<file path="src/rtl/core/movie_header_box_parser_defines.svh">
// Assertion macros for the movie header box parser.
// No dependencies; included by files that carry concurrent checks.
`ifndef MOVIE_HEADER_BOX_PARSER_DEFINES_SVH
`define MOVIE_HEADER_BOX_PARSER_DEFINES_SVH
`ifndef SYNTHESIS
// expr must hold at every edge out of reset
`define MHBP_ASSERT(label, clk, rst_n, expr) \
    label: assert property (@(posedge clk) disable iff (!rst_n) (expr)) \
        else $error("mhbp assertion failed");
// ante implies cons in the same cycle
`define MHBP_ASSERT_IMP(label, clk, rst_n, ante, cons) \
    label: assert property (@(posedge clk) disable iff (!rst_n) (ante) |-> (cons)) \
        else $error("mhbp implication failed");
`else
`define MHBP_ASSERT(label, clk, rst_n, expr)
`define MHBP_ASSERT_IMP(label, clk, rst_n, ante, cons)
`endif
`endif

</file>
<file path="src/rtl/core/mhbp_pkg.sv">
// Shared types, codes and field lookup for the movie header box parser.
// No dependencies.
package mhbp_pkg;

    localparam int BYTE_W   = 8;
    localparam int POS_W    = 7;
    localparam int FID_W    = 5;
    localparam int VALUE_W  = 64;

    localparam int RESERVED32_COUNT = 2;
    localparam int MATRIX_COUNT     = 9;
    localparam int PREDEF_COUNT     = 6;

    localparam logic [BYTE_W-1:0] LONG_VERSION_CODE = 8'd1;

    // field ids
    localparam logic [FID_W-1:0] FID_VERSION    = 5'd0;
    localparam logic [FID_W-1:0] FID_FLAGS      = 5'd1;
    localparam logic [FID_W-1:0] FID_CTIME      = 5'd2;
    localparam logic [FID_W-1:0] FID_MTIME      = 5'd3;
    localparam logic [FID_W-1:0] FID_TIMESCALE  = 5'd4;
    localparam logic [FID_W-1:0] FID_DURATION   = 5'd5;
    localparam logic [FID_W-1:0] FID_RATE       = 5'd6;
    localparam logic [FID_W-1:0] FID_VOLUME     = 5'd7;
    localparam logic [FID_W-1:0] FID_RESERVED16 = 5'd8;
    localparam logic [FID_W-1:0] FID_RSVD32_0   = 5'd9;
    localparam logic [FID_W-1:0] FID_MATRIX_0   = FID_RSVD32_0 + 5'(RESERVED32_COUNT);
    localparam logic [FID_W-1:0] FID_PREDEF_0   = FID_MATRIX_0 + 5'(MATRIX_COUNT);
    localparam logic [FID_W-1:0] FID_NEXT_TRACK = FID_PREDEF_0 + 5'(PREDEF_COUNT);

    typedef enum logic [1:0] {
        ST_OK              = 2'd0,
        ST_RSVD_NONZERO    = 2'd1,
        ST_NEXT_TRACK_ZERO = 2'd2,
        ST_TRUNCATED       = 2'd3
    } t_status;

    typedef struct packed {
        logic [BYTE_W-1:0] data_byte;
        logic              end_of_box;
    } t_in_item;

    // input stage -> field engine
    typedef struct packed {
        logic     valid;
        t_in_item item;
    } t_stage_out;

    typedef struct packed {
        logic             hit;   // position lies inside the field map
        logic [FID_W-1:0] id;
        logic             last;  // final byte of that field
    } t_loc;

    // Maps a payload byte position to its field; time fields are 8 or 4 bytes.
    function automatic t_loc f_locate(logic [POS_W-1:0] pos, logic lv);
        logic [POS_W-1:0] t1;
        logic [POS_W-1:0] t2;
        logic [POS_W-1:0] t3;
        logic [POS_W-1:0] rel;
        t_loc             loc;
        t1  = lv ? 7'd8  : 7'd4;
        t2  = lv ? 7'd16 : 7'd8;
        t3  = lv ? 7'd24 : 7'd12;
        rel = pos - (7'd16 + t3);
        loc = '{hit: 1'b1, id: FID_VERSION, last: 1'b0};
        if (pos == 7'd0) begin
            loc.id = FID_VERSION;    loc.last = 1'b1;
        end else if (pos < 7'd4) begin
            loc.id = FID_FLAGS;      loc.last = (pos == 7'd3);
        end else if (pos < 7'd4 + t1) begin
            loc.id = FID_CTIME;      loc.last = (pos == 7'd3 + t1);
        end else if (pos < 7'd4 + t2) begin
            loc.id = FID_MTIME;      loc.last = (pos == 7'd3 + t2);
        end else if (pos < 7'd8 + t2) begin
            loc.id = FID_TIMESCALE;  loc.last = (pos == 7'd7 + t2);
        end else if (pos < 7'd8 + t3) begin
            loc.id = FID_DURATION;   loc.last = (pos == 7'd7 + t3);
        end else if (pos < 7'd12 + t3) begin
            loc.id = FID_RATE;       loc.last = (pos == 7'd11 + t3);
        end else if (pos < 7'd14 + t3) begin
            loc.id = FID_VOLUME;     loc.last = (pos == 7'd13 + t3);
        end else if (pos < 7'd16 + t3) begin
            loc.id = FID_RESERVED16; loc.last = (pos == 7'd15 + t3);
        end else if (pos < 7'd88 + t3) begin
            // run of 4-byte words: reserved, matrix, predefined, next track
            loc.id   = FID_RSVD32_0 + rel[6:2];
            loc.last = (rel[1:0] == 2'b11);
        end else begin
            loc.hit  = 1'b0;
        end
        return loc;
    endfunction

    function automatic logic f_is_reserved(logic [FID_W-1:0] id);
        return ((id >= FID_RESERVED16) && (id < FID_MATRIX_0)) ||
               ((id >= FID_PREDEF_0) && (id < FID_NEXT_TRACK));
    endfunction

endpackage

</file>
<file path="src/rtl/core/mhbp_stream_if.sv">
// Valid/ready channel interfaces for the byte input and the field output.
// Depends on mhbp_pkg.
interface mhbp_in_if import mhbp_pkg::*; ();
    logic              valid;
    logic              ready;
    logic [BYTE_W-1:0] data_byte;
    logic              end_of_box;

    modport source (output valid, output data_byte, output end_of_box, input ready);
    modport sink   (input valid, input data_byte, input end_of_box, output ready);
endinterface

interface mhbp_out_if import mhbp_pkg::*; ();
    logic               valid;
    logic               ready;
    logic [FID_W-1:0]   field_id;
    logic [VALUE_W-1:0] field_value;
    t_status            status;
    logic               box_done;

    modport source (output valid, output field_id, output field_value, output status,
                    output box_done, input ready);
    modport sink   (input valid, input field_id, input field_value, input status,
                    input box_done, output ready);
endinterface

</file>
<file path="src/rtl/core/movie_header_box_parser.sv">
// Top level of the movie header (mvhd) box payload parser.
// Depends on mhbp_pkg, mhbp_stream_if, mhbp_in_stage, mhbp_field_engine.
//
// Use:
//  - i_in carries the box payload one byte per transfer, starting with the
//    version byte; end_of_box marks the last byte available for the box.
//  - o_out carries one transfer per finished field: field_id, the big-endian
//    value zero extended to 64 bits, a status code and box_done.
//  - Version 1 boxes carry 64-bit times and duration (112 payload bytes),
//    any other version 32-bit ones (100 bytes). Bytes after the next track
//    id are dropped up to end_of_box; a short box ends with a truncated
//    result holding the partial field value.
//  - Throughput: one byte per cycle while o_out takes each result; a result
//    that is not taken stalls the engine. A field's last byte passes through
//    the input register, then the result register presents the field.
//  - Stall: while o_out holds a result that is not taken, the engine keeps
//    its byte and i_in takes at most one more byte into the input register.
//  - Reset (i_rst_n low, synchronous) empties both registers and returns the
//    parser to the version byte of a new box.
`include "movie_header_box_parser_defines.svh"
module movie_header_box_parser
    import mhbp_pkg::*;
(
    input  logic       i_clk,
    input  logic       i_rst_n,
    mhbp_in_if.sink    i_in,
    mhbp_out_if.source o_out
);

    t_stage_out w_stage;
    logic       w_take;

    // byte input register
    mhbp_in_stage u_in_stage (
        .i_clk   (i_clk),
        .i_rst_n (i_rst_n),
        .i_in    (i_in),
        .i_take  (w_take),
        .o_stage (w_stage)
    );

    // field decode, assembly and result register
    mhbp_field_engine u_engine (
        .i_clk   (i_clk),
        .i_rst_n (i_rst_n),
        .i_stage (w_stage),
        .o_take  (w_take),
        .o_out   (o_out)
    );

    // a finished box is either truncated or closed by the next track id
    `MHBP_ASSERT_IMP(a_done_cause, i_clk, i_rst_n, o_out.valid && o_out.box_done, (o_out.status == ST_TRUNCATED) || (o_out.field_id == FID_NEXT_TRACK))
    // truncation always ends the box
    `MHBP_ASSERT_IMP(a_trunc_done, i_clk, i_rst_n, o_out.valid && (o_out.status == ST_TRUNCATED), o_out.box_done)
    // zero next track flag only on that field with a zero value
    `MHBP_ASSERT_IMP(a_ntz_value, i_clk, i_rst_n, o_out.valid && (o_out.status == ST_NEXT_TRACK_ZERO), (o_out.field_id == FID_NEXT_TRACK) && (o_out.field_value == '0))
    // reserved flag only on reserved or predefined words
    `MHBP_ASSERT_IMP(a_rsvd_id, i_clk, i_rst_n, o_out.valid && (o_out.status == ST_RSVD_NONZERO), f_is_reserved(o_out.field_id))

endmodule

</file>
<file path="src/rtl/core/mhbp_in_stage.sv">
// Input register of the parser: captures one byte transfer per cycle while it is empty or its byte is taken.
// Depends on mhbp_pkg and mhbp_in_if.
module mhbp_in_stage
    import mhbp_pkg::*;
(
    input  logic          i_clk,
    input  logic          i_rst_n,
    mhbp_in_if.sink       i_in,
    input  logic          i_take,
    output t_stage_out    o_stage
);

    logic     r_valid;
    t_in_item r_item;
    logic     w_load;

    assign i_in.ready = !r_valid || i_take;
    assign w_load     = i_in.valid && i_in.ready;

    always_ff @(posedge i_clk) begin
        if (!i_rst_n) begin
            r_valid <= 1'b0;
        end else if (w_load) begin
            r_valid <= 1'b1;
        end else if (i_take) begin
            r_valid <= 1'b0;
        end
    end

    always_ff @(posedge i_clk) begin
        if (w_load) begin
            r_item.data_byte  <= i_in.data_byte;
            r_item.end_of_box <= i_in.end_of_box;
        end
    end

    assign o_stage = '{valid: r_valid, item: r_item};

endmodule

</file>
<file path="src/rtl/core/mhbp_field_engine.sv">
// Parse state, field assembly and the result register.
// Depends on mhbp_pkg and mhbp_out_if.
module mhbp_field_engine
    import mhbp_pkg::*;
(
    input  logic          i_clk,
    input  logic          i_rst_n,
    input  t_stage_out    i_stage,
    output logic          o_take,
    mhbp_out_if.source    o_out
);

    logic [POS_W-1:0]   r_pos,  n_pos;
    logic               r_long, n_long;
    logic [VALUE_W-1:0] r_acc,  n_acc;
    logic               r_skip, n_skip;

    logic               r_out_valid;
    logic [FID_W-1:0]   r_fid,    n_fid;
    logic [VALUE_W-1:0] r_value;
    t_status            r_status, n_status;
    logic               r_done,   n_done;
    logic               n_emit;

    logic               w_lv;
    logic [VALUE_W-1:0] w_acc;
    t_loc               w_loc;
    logic               w_out_free;

    assign w_out_free = !r_out_valid || o_out.ready;
    assign o_take     = i_stage.valid && w_out_free;

    assign w_lv  = (r_pos == '0) ? (i_stage.item.data_byte == LONG_VERSION_CODE) : r_long;
    assign w_acc = {r_acc[VALUE_W-BYTE_W-1:0], i_stage.item.data_byte};
    assign w_loc = f_locate(r_pos, w_lv);

    always_comb begin
        n_pos    = r_pos;
        n_long   = r_long;
        n_acc    = r_acc;
        n_skip   = r_skip;
        n_emit   = 1'b0;
        n_fid    = w_loc.id;
        n_status = ST_OK;
        n_done   = 1'b0;
        if (r_skip || !w_loc.hit) begin
            // past the last field: drop bytes until the box ends
            n_skip = 1'b1;
            if (!r_skip) begin
                n_long = w_lv;
                n_acc  = w_acc;
            end
            if (i_stage.item.end_of_box) begin
                n_pos = '0; n_long = 1'b0; n_acc = '0; n_skip = 1'b0;
            end
        end else if (!w_loc.last) begin
            if (i_stage.item.end_of_box) begin
                n_emit   = 1'b1;
                n_status = ST_TRUNCATED;
                n_done   = 1'b1;
                n_pos = '0; n_long = 1'b0; n_acc = '0;
            end else begin
                n_pos  = r_pos + 7'd1;
                n_long = w_lv;
                n_acc  = w_acc;
            end
        end else begin
            n_emit = 1'b1;
            if (f_is_reserved(w_loc.id) && (w_acc != '0)) begin
                n_status = ST_RSVD_NONZERO;
            end
            if ((w_loc.id == FID_NEXT_TRACK) && (w_acc == '0)) begin
                n_status = ST_NEXT_TRACK_ZERO;
            end
            if (i_stage.item.end_of_box && (w_loc.id != FID_NEXT_TRACK)) begin
                n_status = ST_TRUNCATED;
            end
            n_done = i_stage.item.end_of_box || (w_loc.id == FID_NEXT_TRACK);
            n_acc  = '0;
            if (i_stage.item.end_of_box) begin
                n_pos = '0; n_long = 1'b0;
            end else if (w_loc.id == FID_NEXT_TRACK) begin
                n_skip = 1'b1; n_pos = '0; n_long = w_lv;
            end else begin
                n_pos  = r_pos + 7'd1;
                n_long = w_lv;
            end
        end
    end

    always_ff @(posedge i_clk) begin
        if (!i_rst_n) begin
            r_pos       <= '0;
            r_long      <= 1'b0;
            r_acc       <= '0;
            r_skip      <= 1'b0;
            r_out_valid <= 1'b0;
        end else begin
            if (o_take) begin
                r_pos  <= n_pos;
                r_long <= n_long;
                r_acc  <= n_acc;
                r_skip <= n_skip;
            end
            if (o_take && n_emit) begin
                r_out_valid <= 1'b1;
            end else if (o_out.ready) begin
                r_out_valid <= 1'b0;
            end
        end
    end

    always_ff @(posedge i_clk) begin
        if (o_take && n_emit) begin
            r_fid    <= n_fid;
            r_value  <= w_acc;
            r_status <= n_status;
            r_done   <= n_done;
        end
    end

    assign o_out.valid       = r_out_valid;
    assign o_out.field_id    = r_fid;
    assign o_out.field_value = r_value;
    assign o_out.status      = r_status;
    assign o_out.box_done    = r_done;

endmodule
</file>
<file path="src/flat_wrapper.sv">
// flat-port wrapper written by rule: the top's interface ports become plain ports
module movie_header_box_parser_flat import mhbp_pkg::*;
  (i_clk, i_rst_n, i_in_valid, i_in_data_byte, i_in_end_of_box, i_in_ready, o_out_valid, o_out_field_id, o_out_field_value, o_out_status, o_out_box_done, o_out_ready);
  mhbp_in_if i_in_i ();
  mhbp_out_if o_out_i ();
  input  logic i_clk;
  input  logic i_rst_n;
  input wire logic [$bits(i_in_i.valid)-1:0] i_in_valid;
  input wire logic [$bits(i_in_i.data_byte)-1:0] i_in_data_byte;
  input wire logic [$bits(i_in_i.end_of_box)-1:0] i_in_end_of_box;
  output wire logic [$bits(i_in_i.ready)-1:0] i_in_ready;
  output wire logic [$bits(o_out_i.valid)-1:0] o_out_valid;
  output wire logic [$bits(o_out_i.field_id)-1:0] o_out_field_id;
  output wire logic [$bits(o_out_i.field_value)-1:0] o_out_field_value;
  output wire logic [$bits(o_out_i.status)-1:0] o_out_status;
  output wire logic [$bits(o_out_i.box_done)-1:0] o_out_box_done;
  input wire logic [$bits(o_out_i.ready)-1:0] o_out_ready;
  assign i_in_i.valid = i_in_valid;
  assign i_in_i.data_byte = i_in_data_byte;
  assign i_in_i.end_of_box = i_in_end_of_box;
  assign i_in_ready = i_in_i.ready;
  assign o_out_valid = o_out_i.valid;
  assign o_out_field_id = o_out_i.field_id;
  assign o_out_field_value = o_out_i.field_value;
  assign o_out_status = o_out_i.status;
  assign o_out_box_done = o_out_i.box_done;
  assign o_out_i.ready = o_out_ready;
  movie_header_box_parser u_core (.i_clk(i_clk), .i_rst_n(i_rst_n), .i_in(i_in_i), .o_out(o_out_i));
endmodule
</file>
<file path="config.mk">
export PLATFORM = sky130hd
export DESIGN_NAME = movie_header_box_parser_flat
export DESIGN_NICKNAME = d
export VERILOG_FILES = /design/src/rtl/core/mhbp_pkg.sv /design/src/rtl/core/mhbp_stream_if.sv /design/src/rtl/core/movie_header_box_parser.sv /design/src/rtl/core/mhbp_in_stage.sv /design/src/rtl/core/mhbp_field_engine.sv /design/src/flat_wrapper.sv
export VERILOG_INCLUDE_DIRS = /design/src /design/src/rtl/core
export SDC_FILE = /design/constraint.sdc
export NUM_CORES = 1
export LEC_CHECK = 0
export BUFFER_PORTS_ARGS = -buffer_cell sky130_fd_sc_hd__clkbuf_2
export CORE_ASPECT_RATIO = 0.5
export CORE_MARGIN = 8
export CORE_UTILIZATION = 50
export CTS_BUF_LIST = sky130_fd_sc_hd__clkbuf_4
export DETAILED_ROUTE_END_ITERATION = 8
export GPL_TIMING_DRIVEN = 0
export PLACE_DENSITY_LB_ADDON = 0.3
export SLEW_MARGIN = 20
export SYNTH_ARGS = -nofsm -noshare
export SYNTH_HDL_FRONTEND = slang
export SYNTH_SLANG_ARGS = --single-unit
</file>
<file path="constraint.sdc">
create_clock -name i_clk -period 10.1 [get_ports i_clk]
set_input_delay 0 -clock i_clk [delete_from_list [all_inputs] [get_ports i_clk]]
set_output_delay 0 -clock i_clk [all_outputs]
set_load 0.05 [all_outputs]
</file>
Yosys cells after proc, flatten, opt, wreduce, memory -nomap -nowiden
Index checks and enable logic that the tools add are counted.
- register bits after elaboration: 148
- output and inout bits: 74
- logic and storage cells: 141
- eq/ne operators: 15
- order comparisons: 13
- $add $sub $neg: 18
- mux-type cells: 57
- reductions and logical operators: 26
- operators with widths (operator ; number):
    2-to-1 mux 56 bit ; 5
    zero test 64 bit ; 1
    nonzero test 64 bit ; 1
    2-to-1 mux 6 bit ; 10
    adder 4 x 5 -> 6 bit (first input constant) ; 7
    == test 7 x 6 -> 1 bit ; 6
    < comparator 7 x 6 -> 1 bit ; 6
    2-to-1 mux 7 bit ; 6
    2-to-1 mux 1 bit ; 29
    adder 3 x 5 -> 6 bit (first input constant) ; 3
    2-to-1 mux 5 bit ; 2
    == test 8 x 1 -> 1 bit (second input constant) ; 1
    logical AND 1 bit ; 8
    2-to-1 mux 2 bit ; 4
    nonzero test 2 bit ; 4
    adder 7 x 1 -> 7 bit (second input constant) ; 1
    adder 7 x 5 -> 7 bit (first input constant) ; 1
    == test 7 x 2 -> 1 bit (second input constant) ; 1
    == test 7 x 5 -> 1 bit ; 1
    zero test 7 bit ; 1
    < comparator 7 x 3 -> 1 bit (second input constant) ; 1
    < comparator 7 x 5 -> 1 bit ; 1
    < comparator 7 bit ; 1
    subtractor 7 bit ; 1
    other kinds (20) ; 27

Depth between registers and ports, before layout
Gate-level depths: netlist of run 1.
- depth after elaboration: 24
- gate-level depth with buffers: 19

By module
A second synthesis of run 1 with hierarchy kept.
- cells, all modules: 443
- area, all modules: 5856.9 µm²
- by module, submodules not included (module ; times used ; cells an instance ; sequential area each (µm²) ; area an instance (µm²)):
    mhbp_field_engine ; 1 ; 428 ; 3483.3 ; 5521.5
    mhbp_in_stage ; 1 ; 15 ; 290.3 ; 335.3

Worst setup path after synthesis of run 1
Ideal clock, no wire load.
- kind: reg2reg
- start point: register u_core.u_engine.r_pos[6]
- end point: register u_core.u_engine.r_done, in the netlist u_core.u_engine.o_out.box_done (enable)
- stages on the path, launching flop included: 16
- arrival time: 6.712 ns
- slack: 2.861 ns
- library setup time: 0.528 ns
- buffers on the path: 2
- required time: 9.572 ns
- clock period less this slack: 7.239 ns
- path through: dfxtp_1 -> buf_4 -> or2_2 -> nor4_1 -> nand2_1 -> o21ai_0 -> inv_1 -> ha_1 -> buf_2 -> a211oi_4 -> o211ai_1 -> o21a_1 -> nor2_1 -> a2111o_1 -> nand3_1 -> a21oi_1
- word-level cells in the longest chain between the ends: 19
- ends and longest elaborated chain (what ; line ; RTL):
    start: declaration ; mhbp_field_engine.sv:13 ; logic [POS_W-1:0] r_pos, n_pos;
    start signal: assignment ; mhbp_field_engine.sv:100 ; r_pos <= n_pos;
    zero test 7 bit ; mhbp_pkg.sv:67, mhbp_field_engine.sv:33 ;
    2-to-1 mux 1 bit ; mhbp_field_engine.sv:33 ; assign w_lv = (r_pos == '0) ? (i_stage.item.data_byte == LONG_VERSION_CODE) : r_long;
    2-to-1 mux 5 bit ; mhbp_pkg.sv:64 ; t3 = lv ? 7'd24 : 7'd12;
    adder 7 x 5 -> 7 bit ; mhbp_pkg.sv:85 ; end else if (pos < 7'd88 + t3) begin
    < comparator 7 bit ; mhbp_pkg.sv:85 ;
    2-to-1 mux 1 bit ; mhbp_pkg.sv:85 ;
    2-to-1 mux 1 bit ; mhbp_pkg.sv:83 ; end else if (pos < 7'd16 + t3) begin
    2-to-1 mux 1 bit ; mhbp_pkg.sv:81 ; end else if (pos < 7'd14 + t3) begin
    (+3 left out) ; n/a ;
    2-to-1 mux 1 bit ; mhbp_pkg.sv:73 ; end else if (pos < 7'd4 + t2) begin
    2-to-1 mux 1 bit ; mhbp_pkg.sv:71 ; end else if (pos < 7'd4 + t1) begin
    2-to-1 mux 1 bit ; mhbp_pkg.sv:69 ; end else if (pos < 7'd4) begin
    2-to-1 mux 1 bit ; mhbp_pkg.sv:67 ; if (pos == 7'd0) begin
    zero test 1 bit ; mhbp_field_engine.sv:46 ; if (r_skip || !w_loc.hit) begin
    logical OR 1 bit ; mhbp_field_engine.sv:46 ;
    2-to-1 mux 1 bit * ; mhbp_field_engine.sv:46 ;
    logical AND 1 bit * ; mhbp_field_engine.sv:114 ; if (o_take && n_emit) begin
    end signal: assignment ; mhbp_field_engine.sv:118 ; r_done <= n_done;
    end: declaration ; mhbp_field_engine.sv:22 ; logic r_done, n_done;
Mark *: on every way between the ends. The rest lies on a longest branch, timed or not.
A chain may end at the register's enable or synchronous reset.

Final worst setup path of run 1
- start point: register u_core.u_in_stage.r_item, in the netlist u_core.u_in_stage.o_stage[6]
- end point: register u_core.u_engine.r_status[0], in the netlist u_core.u_engine.o_out.status[0], data pin
- word-level cells in the longest chain between the ends: 24
- ends and longest elaborated chain (what ; line ; RTL):
    start: declaration ; mhbp_in_stage.sv:14 ; t_in_item r_item;
    == test 8 x 1 -> 1 bit ; mhbp_field_engine.sv:33 ;
    2-to-1 mux 1 bit ; mhbp_field_engine.sv:33 ;
    2-to-1 mux 5 bit ; mhbp_pkg.sv:64 ;
    adder 5 x 5 -> 6 bit ; mhbp_pkg.sv:65, mhbp_pkg.sv:83 ;
    subtractor 7 bit ; mhbp_pkg.sv:65 ; rel = pos - (7'd16 + t3);
    adder 4 x 5 -> 5 bit ; mhbp_pkg.sv:87 ; loc.id = FID_RSVD32_0 + rel[6:2];
    2-to-1 mux 6 bit ; mhbp_pkg.sv:85 ;
    2-to-1 mux 6 bit ; mhbp_pkg.sv:83 ;
    (+8 left out) ; n/a ;
    greater-or-equal comparator 5 x 4 -> 1 bit, or another cell as far along ; mhbp_pkg.sv:96 ; return ((id >= FID_RESERVED16) && (id < FID_MATRIX_0)) ||
    logical AND 1 bit (on tied branches) ; mhbp_pkg.sv:96, mhbp_pkg.sv:97 ;
    logical OR 1 bit ; mhbp_pkg.sv:96 ;
    logical AND 1 bit ; mhbp_field_engine.sv:69 ; if (f_is_reserved(w_loc.id) && (w_acc != '0)) begin
    2-to-1 mux 1 bit ; mhbp_field_engine.sv:69 ;
    2-to-1 mux 2 bit ; mhbp_field_engine.sv:72 ; if ((w_loc.id == FID_NEXT_TRACK) && (w_acc == '0)) begin
    2-to-1 mux 2 bit ; mhbp_field_engine.sv:75 ; if (i_stage.item.end_of_box && (w_loc.id != FID_NEXT_TRACK)) begin
    2-to-1 mux 2 bit ; mhbp_field_engine.sv:56 ; end else if (!w_loc.last) begin
    end signal: assignment ; mhbp_field_engine.sv:117 ; r_status <= n_status;
    end: declaration ; mhbp_field_engine.sv:21 ; t_status r_status, n_status;
Parallel ways exist; a longest one is shown, timed or not.

==> results of run 1 <==
## cell families after synthesis
group / count (synthesis) / synth area share, %
and+or+nand+nor: 159 / 15.9
DFF: 148 / 62.7
AOI/OAI and AO/OA: 117 / 14.6
buffers and inverters: 37 / 3.06
adders and majority gates: 13 / 2.70
xor gates and xnor gates: 6 / 0.873
muxes: 1 / 0.166
## cell type report
class / instances / share of cell area (%)
flip-flops and latches: 148 / 53.0
plain buffers: 22 / 1.79
clock buffers: 18 / 1.90
multi-input cells: 296 / 29.1
repair buffers: 101 / 8.89
inverters: 15 / 0.791
well taps: 165 / 2.90
clock inverters: 14 / 1.62
## cells in the final DEF, fill, tap and decap left out, types with 5 or more instances in the layout
master	n
a21oi_1	10
a22oi_1	56
a31oi_1	5
buf_6	5
clkbuf_1	13
clkbuf_2	86
clkbuf_4	18
dfxtp_1	67
dlygate4sd3_1	12
edfxtp_1	81
ha_1	13
inv_1	14
inv_6	6
nand2_1	17
nand2b_1	6
nand3_1	8
nand4_1	5
nor2_1	12
nor2b_1	62
nor3_1	12
nor4_1	15
o21ai_0	9
## critical path, cell delays in order, from the launching register on
cell,delay (ns)
edfxtp_1,0.45
or4_1,0.53
nor4_1,0.57
nand2_1,0.10
o21ai_0,0.65
inv_1,0.33
ha_1,0.36
buf_2,0.20
nand2_1,0.13
o21ai_1,0.28
o211ai_1,0.21
or2_2,0.33
nor4_2,0.42
nand4b_4,0.24
a32o_1,0.31
## report_power, final
part / switching (W) / internal [W]
logic: 0.0000706 / 0.0000247
registers: 0.00000673 / 0.000649
clock network: 0.000226 / 0.000107
## worst paths after layout
kind,start,to,slack (ns),cells after the start
worst max-delay path,u_core.u_in_stage.o_stage[6]$_DFFE_PP_,u_core.u_engine.o_out.status[0]$_SDFFCE_PP0P_,4.73,14
worst min register to register,u_core.u_engine.r_acc[48]$_SDFFE_PN0P_,u_core.u_engine.o_out.field_value[56]$_DFFE_PP_,0.48,0
worst min-delay path,i_rst_n,u_core.u_engine.r_acc[37]$_SDFFE_PN0P_,0.06,3
worst max register to register,u_core.u_in_stage.o_stage[6]$_DFFE_PP_,u_core.u_engine.o_out.status[0]$_SDFFCE_PP0P_,4.73,14
## metrics by stage
stage / util [%] / instance area, um^2
4_1_cts: 60.5 / 7120
6_report: 60.5 / 7120
5_1_grt: 60.5 / 7120
3_3_place_gp: 56.5 / 6660
2_1_floorplan: - / 6020
3_5_place_dp: 57.3 / 6750
## routing by layer
layer	share of wire, %	wire, um	vias to the layer above
met1	46	6360	2089
li1	-	-	2066
met5	0	0	-
met3	7.2	993	7
met2	46	6450	142
met4	0.49	68	0
## sequential cells by signal (all words and copies together), names as in the netlist
signal / count
u_core.u_engine.r_pos: 7
u_core.u_engine.o_out.valid: 1
u_core.u_engine.o_out.field_value: 64
u_core.u_engine.r_long: 1
u_core.u_engine.o_out.status: 2
u_core.u_engine.r_acc: 56
u_core.u_engine.o_out.field_id: 5
u_core.u_engine.o_out.box_done: 1
u_core.u_in_stage.o_stage: 9
u_core.u_in_stage.r_valid: 1
u_core.u_engine.r_skip: 1
==> impl_metrics.tcl, run 1 <==
set metrics [dict create \
    rsz0062_at_grt "no" \
    postCtsResizedCells 0 \
    yosys_warnings 0 \
    ctsHoldBuffers 12 \
    first_pass_iters 5 \
    finClkSkew_ns 0.0225 \
    multi_input_area_um2 2070 \
    tightestPinTransition_ns 0.790 \
    synth_commonest_cells "edfxtp_1 (81), dfxtp_1 (67), nor2b_1 (62)" \
    ir_drop_v 0.0000776 \
    grt_pass1_vias 4071 \
    synth_flop_cell "edfxtp_1" \
    fillCellCount 974 \
    netlist_area_um2 6020 \
    dp_worst_setup_slack_ns 4.91 \
    drt_wl_total_mm 13.9 \
    cts.path.max_buffers 2 \
    max_slew_margin_pct 46.8 \
    required_ns 10.38 \
    power_density_nw_per_um2 152 \
    clkTransAtPathRegs_ns 0.14 \
    fin_cells 779 \
    drv_cap 0 \
    finalPower_w 0.00108 \
    fin_ws_ns 4.73 \
    synth.distinct_cells 60 \
    row_count 28 \
    startpoint_type "flop" \
    cts_root_buffer "clkbuf_4" \
    synth_edf_count 81 \
    cp-end-kind "flop" \
    crit_type "flop to flop" \
    wl_per_cell_um 17.8 \
    status "finished, final reports clean" \
    core_um2 11800 \
    gp_congestion 0.902 \
    met2_usage_pct 27.6 \
    hpwl_mm 10.2 \
    setup_tns_ns 0 \
    grt_pass1_wl_mm 21.8 \
    critPathMaxFanout 9 \
    async_reset_ff_share_pct 0 \
    synthCells 481 \
    ant_nets 0 \
    placed_cells 735 \
    cts_setup_buffers 0 \
    met1_usage_pct 23.3 \
    globalRoute.totalOverflow 0 \
    io_buffer_count 86 \
    hold_violations 0 \
    drive_gt1_share_pct 23.6 \
    via_per_inst 5.53 \
    seq_area_um2 3770 \
    numClockSinks 148 \
    period_needed_ns 5.37 \
    tritoncts "done" \
    yosysSeqAreaShare_pct 62.7 \
    avgSynthCellArea_um2 12.5 \
    yosysMostFrequentCell "edfxtp_1" \
    report.final.setup_viol 0 \
    drc 0 \
    hp-class "input port to flop" \
    diodes 0 \
    h-tree-depth 4 \
    max_freq_mhz 186 \
    grt_usage_pct 17.5 \
    num_io_pins 87 \
    synth_fp_nets 507 \
    numCtsBuffers 17 \
    vias 4304 \
    arrival_ns 5.65 \
    ys_ff_latch 148 \
    whs_ns 0.0615 \
    netlist_top_cells_area "edfxtp_1 (40%), dfxtp_1 (22%), a22oi_1 (7.0%), nor2b_1 (6.4%), ha_1 (2.7%)" \
    grt_max_degree 28 \
    area_growth_pct 18.3 \
    leakage_nw 2.59 \
    top_usage_layer "met2" \
    antenna_found_initial 0 \
    slew_viol_final 0 \
    dieArea_um2 16000 \
    die_w_um 171 \
    first_iter_violations 319 \
    initial_core_util_pct 51.1 \
    yosys.area.top_type "edfxtp_1" \
    die_h_um 93.6 \
    nNetsFinal 627 \
    use_met3_pct 4.71 \
    synth_top_area_share_pct 40.4 \
    fin_crit_sh_pct 53.1 \
    worst_skew_pair.late_latency_ns 0.53 \
]
No activity file was read; power rests on OpenSTA's default activity.
==> run 2, diff against run 1 <==
clock period = 4.8 ns   (was 10.1 ns; I/O delays follow)
==> run 2 against run 1 <==
Effect of this change:
- non-clock buffer count grew 3
- clock power grew 140%
- flip-flop and latch count is the same
==> impl_metrics.tcl, run 2 (synthesized netlist as in run 1, its figures left out) <==
set metrics [dict create \
    status "finished, final reports clean" \
    nNetsFinal 630 \
    rr_worst_depth 14 \
    finClkSkew_ns 0.0223 \
    power.switching_w 0.000641 \
    crit_chain "or4_1 -> nor4_4 -> nand2_1 -> o21ai_2 -> inv_1 -> ha_1 -> buf_2 -> and4b_1 -> a211o_1 -> xor2_1 -> a2111oi_4 -> o21ai_1 -> nand4b_4 -> a32o_1" \
    first_iter_violations 304 \
    utilization_pct 61.5 \
    io_buffer_count 86 \
    p_seq_share_pct 57.6 \
    dpl-instance-area_um2 6750 \
    die_w_um 171 \
    drt_wl_total_mm 13.8 \
    via_per_inst 5.49 \
    setup.worst_path.start "u_core.u_in_stage.o_stage[5]$_DFFE_PP_" \
    worst_skew_pair.late_latency_ns 0.53 \
    initial_core_util_pct 51.1 \
    dieArea_um2 16000 \
    tritoncts "done" \
    p_sw_share_pct 26.8 \
    rsz0062_at_grt "no" \
    cp-endpoint "u_core.u_engine.o_out.status[0]$_SDFFCE_PP0P_" \
    max_freq_mhz 221 \
    largest_reg_flops 64 \
    num_io_pins 87 \
    wl_per_cell_um 17.6 \
    hp-class "input port to flop" \
    p_int_w 0.00175 \
    tightestPinTransition_ns 0.654 \
    critPathSlowestCell "or4_1" \
    drv_cap 0 \
    r2r_end "u_core.u_engine.o_out.status[0]$_SDFFCE_PP0P_" \
    core_um2 11800 \
    cp-end-kind "flop" \
    finalPower_w 0.00239 \
    clkTransAtPathRegs_ns 0.14 \
    grt_max_degree 28 \
    gp_congestion 0.872 \
    h-tree-depth 4 \
    setup_tns_ns 0 \
    grt_pass1_vias 4193 \
    p_clk_share_pct 33.8 \
    met1_usage_pct 24.3 \
    critPathMaxFanout 9 \
    final_cell_mix "clkbuf_2 (86), edfxtp_1 (81), dfxtp_1 (67), nor2b_1 (62), a22oi_1 (56)" \
    use_met3_pct 4.67 \
    max_slew_margin_pct 56.3 \
    numCtsBuffers 17 \
    antenna_found_initial 0 \
    r2r_start "u_core.u_in_stage.o_stage[5]$_DFFE_PP_" \
    r2r_slack_ns 0.28 \
    grt_usage_pct 17.7 \
    first_pass_iters 5 \
    drive_gt1_share_pct 24.6 \
    leakage_nw 2.64 \
    final_common_cell "clkbuf_2" \
    cts_root_buffer "clkbuf_4" \
    arrival_ns 4.79 \
    area_growth_pct 20.3 \
    slew_viol_final 0 \
    drc 0 \
    required_ns 5.07 \
    hpwl_mm 10.1 \
    ir_drop_v 0.000157 \
    fillCellCount 959 \
    fin_crit_sh_pct 94.2 \
    ant_nets 0 \
    period_needed_ns 4.52 \
    report.final.setup_viol 0 \
    numClockSinks 148 \
    die_h_um 93.6 \
    globalRoute.totalOverflow 0 \
    top_usage_layer "met2" \
    row_count 28 \
    critical-path-max-stage-delay_ns 0.58 \
    crit_type "flop to flop" \
    whs_ns 0.0756 \
    vias 4291 \
    p_comb_share_pct 8.5 \
    cts.path.max_buffers 2 \
    diodes 0 \
    grt_pass1_wl_mm 22.4 \
    met2_usage_pct 27.9 \
    fin_area_um2 7240 \
    hold_violations 0 \
    startpoint_type "flop" \
    power_density_nw_per_um2 330 \
]
## run 2: cell count changes in the layout (fill, tap and decap cells not counted), sizes merged
cell    before  now
buf         12   15
bufinv       0    2
inv         23   21
## run 2: power by group through the flow
stage          clock network [W]  registers (W)  logic [W]
2_1_floorplan                  0        0.00149  0.0000479
3_3_place_gp                   0        0.00141   0.000182
3_5_place_dp                   0        0.00141   0.000195
4_1_cts                 0.000820        0.00138   0.000206
5_1_grt                 0.000878        0.00138   0.000214
6_report                0.000809        0.00138   0.000204
## run 2: cell type report
cell class	count	area (um^2)	area share [%]
inverter	15	56.3	0.777
clock inverter	14	171	2.37
multi-input combinational	296	2120	29.2
buffer	22	128	1.76
timing repair buffer	104	656	9.05
tap	165	206	2.85
clock buffer	18	135	1.87
sequential	148	3770	52.1
## run 2: through the flow
stage	cells	setup slack, ns
6_report	782	0.280
5_1_grt	782	0.0372
4_1_cts	782	0.157
3_5_place_dp	735	-0.241
3_3_place_gp	732	-1.24
2_1_floorplan	481	0.0600
## run 2: critical path, delay by kind of cell (launching register included)
| family | cells | cell delay [ns] |
|---|---|---|
| AO/OA/AOI/OAI | 5 | 1.47 |
| adder cells (fa/ha/maj) | 1 | 0.30 |
| flip-flops | 1 | 0.46 |
| AND/OR/NAND/NOR | 5 | 1.44 |
| buffers and inverters | 2 | 0.40 |
| XOR/XNOR | 1 | 0.20 |
## run 2: routing by layer
layer / vias up / wire (um) / part of all wire (%)
met3: 11 / 826 / 6.0
met1: 2089 / 6410 / 46
met2: 118 / 6450 / 47
met4: 0 / 97 / 0.70
li1: 2073 / - / -
met5: - / 0 / 0
## run 2: timing repair
item,in CTS,in global routing
endpoints found under the hold margin,11,0
resized for setup,3,3
hold buffers,12,0
buffers inserted,3,0
endpoints found under the setup margin,83,3
pin swaps,1,0
## run 2: worst min path at each step
stage	startpoint	cells after the start	end
5_1_grt	i_rst_n	3	u_core.u_engine.r_acc[26]$_SDFFE_PN0P_
3_3_place_gp	i_in_data_byte[0]	1	u_core.u_in_stage.o_stage[1]$_DFFE_PP_
4_1_cts	i_rst_n	3	u_core.u_engine.r_acc[28]$_SDFFE_PN0P_
6_report	i_rst_n	3	u_core.u_engine.o_out.valid$_SDFFE_PN0P_
2_1_floorplan	i_in_end_of_box	0	u_core.u_in_stage.o_stage[0]$_DFFE_PP_
3_5_place_dp	i_in_data_byte[6]	1	u_core.u_in_stage.o_stage[7]$_DFFE_PP_
==> run 3, diff against run 2 <==
CORE_UTILIZATION = 40   (was 50)
==> run 3 against run 2 <==
Effect of this change:
- utilization fell by 12 points
- clock power rose by 2.6%
- non-clock buffer count grew 1
- largest power group unchanged
- first-iteration DRC count up 11%
- sequential share of layout area fell by 0.38 points
- routed wire length up 2.5%
- sequential power about the same
- critical endpoint unchanged
- die area is 22% higher
- combinational power is essentially flat
- largest cell class unchanged
- critical path depth unchanged
- highest routed layer unchanged
- global-route usage shrank 3.0 points
==> impl_metrics.tcl, run 3 (synthesized netlist as in run 1, its figures left out) <==
set metrics [dict create \
    io_buffer_count 86 \
    crit_type "flop to flop" \
    drive_gt1_share_pct 24.3 \
    cp-end-kind "flop" \
    num_io_pins 87 \
    grt_pass1_wl_mm 22.5 \
    wl_per_cell_um 17.3 \
    report.final.setup_viol 0 \
    drv_cap 0 \
    dieArea_um2 19500 \
    max_freq_mhz 221 \
    nNetsFinal 631 \
    drt_wl_total_mm 14.1 \
    whs_ns 0.0642 \
    cp-endpoint "u_core.u_engine.o_out.status[0]$_SDFFCE_PP0P_" \
    hold_violations 0 \
    via_per_inst 5.24 \
    numCtsBuffers 17 \
    hp-class "input port to flop" \
    period_needed_ns 4.53 \
    grt_max_degree 27 \
    worst_skew_pair.late_latency_ns 0.53 \
    arrival_ns 4.80 \
    leakage_nw 2.65 \
    antenna_found_initial 1 \
    h-tree-depth 4 \
    globalRoute.totalOverflow 0 \
    numClockSinks 148 \
    power_density_nw_per_um2 331 \
    required_ns 5.07 \
    ir_drop_v 0.000154 \
    first_iter_violations 336 \
    drc 0 \
    startpoint_type "flop" \
    die_h_um 103 \
    final_common_cell "clkbuf_2" \
    r2r_end "u_core.u_engine.o_out.status[0]$_SDFFCE_PP0P_" \
    hpwl_mm 10.3 \
    first_pass_iters 5 \
    finClkSkew_ns 0.0242 \
    critical-path-max-stage-delay_ns 0.59 \
    max_slew_margin_pct 55.8 \
    area_growth_pct 21.2 \
    tightestPinTransition_ns 0.662 \
    gp_congestion 0.905 \
    clkTransAtPathRegs_ns 0.14 \
    fillCellCount 1321 \
    grt_pass1_vias 4135 \
    setup.worst_path.start "u_core.u_in_stage.o_stage[5]$_DFFE_PP_" \
    r2r_slack_ns 0.27 \
    rr_worst_depth 14 \
    placed_cells 768 \
    row_count 31 \
    status "finished, final reports clean" \
    grt_usage_pct 14.7 \
    initial_core_util_pct 41.3 \
    fin_cells 817 \
    tritoncts "done" \
    vias 4283 \
    rsz0062_at_grt "no" \
    critPathSlowestCell "or4_1" \
    fin_crit_sh_pct 94.3 \
    core_um2 14600 \
    cts_root_buffer "clkbuf_4" \
    die_w_um 189 \
    largest_reg_flops 64 \
    cts.path.max_buffers 2 \
    final_cell_mix "clkbuf_2 (86), edfxtp_1 (81), dfxtp_1 (67), nor2b_1 (62), a22oi_1 (56)" \
    slew_viol_final 0 \
    critPathMaxFanout 9 \
    ant_nets 0 \
    r2r_start "u_core.u_in_stage.o_stage[5]$_DFFE_PP_" \
    crit_chain "or4_1 -> nor4_4 -> nand2_1 -> o21ai_4 -> inv_1 -> ha_1 -> buf_2 -> nand2_1 -> o21ai_1 -> o211ai_1 -> or2_2 -> nor4_4 -> nand4b_4 -> a32o_1" \
]
==> run 3: cell count changes in the layout (fill, tap and decap cells not counted), sizes merged <==
cell      change
buf           +1
bufinv        +1
clkinv        +3
clkinvlp      -3
diode         +1
inv           -1
==> run 3: worst max-delay path: cells and delay by family (launching register included) <==
family | cells | cell delay (ns)
simple gates | 7 | 2.06
compound gates | 4 | 1.07
flops | 1 | 0.45
buf+inv | 2 | 0.38
fa+ha+maj | 1 | 0.30
==> run 3: power breakdown <==
| part | switching [W] | internal (W) | total [W] | leakage [nW] |
|---|---|---|---|---|
| sequential | 0.0000139 | 0.00137 | 0.00138 | 1.32 |
| clock | 0.000455 | 0.000375 | 0.000830 | 0.166 |
| combinational | 0.000150 | 0.0000547 | 0.000205 | 1.16 |
==> run 3: timing repair <==
item                                   CTS  global route
resized for setup                        3             3
cloned                                   0             0
setup endpoints to repair              114            78
pin swaps                                1             1
hold buffers                            12             0
buffers inserted                         0             4
endpoints found under the hold margin   11             0
==> run 3: how the worst min path moves through the flow <==
stage / slack (ns) / cells after the start / end / startpoint
after floorplan: 0.1 / 0 / u_core.u_in_stage.o_stage[0]$_DFFE_PP_ / i_in_end_of_box
after global placement: 0.18 / 1 / u_core.u_in_stage.o_stage[6]$_DFFE_PP_ / i_in_data_byte[5]
after detailed placement: 0.18 / 1 / u_core.u_in_stage.o_stage[8]$_DFFE_PP_ / i_in_data_byte[7]
after CTS: 0.03 / 3 / u_core.u_engine.r_acc[45]$_SDFFE_PN0P_ / i_rst_n
after global routing: 0.05 / 3 / u_core.u_engine.r_acc[44]$_SDFFE_PN0P_ / i_rst_n
final: 0.06 / 3 / u_core.u_engine.r_acc[31]$_SDFFE_PN0P_ / i_rst_n
==> run 3: layer usage <==
metal	global-route usage, %	share of wire [%]	vias to the layer above
met5	0	0	-
met4	4.18	0.78	0
met3	4.36	5.4	11
met2	23.4	47	114
met1	19.5	47	2085
li1	-	-	2073
==> run 3: metrics by stage <==
stage          total power, W  instance area (um^2)  worst slack, ns  utilization, %  setup TNS, ns
2_1_floorplan         0.00154                  6030           0.0600               -              0
3_3_place_gp          0.00159                  6710            -1.26            46.0         -91.85
3_5_place_dp          0.00160                  6790           -0.251            46.6          -9.67
4_1_cts               0.00243                  7240           0.0739            49.6              0
5_1_grt               0.00250                  7290           0.0140            50.0              0
6_report              0.00241                  7290            0.273            50.0              0
==> run 3: area by class of cell <==
cell class	instances	area, um^2	area share (%)
diodes	1	2.50	0.0343
plain buffers	22	128	1.75
clock buffers	18	135	1.85
clock inverters	14	174	2.38
inverters	15	56.3	0.772
multi-input cells	296	2110	29.0
flip-flops and latches	148	3770	51.7
well taps	198	248	3.40
repair buffers	105	663	9.09
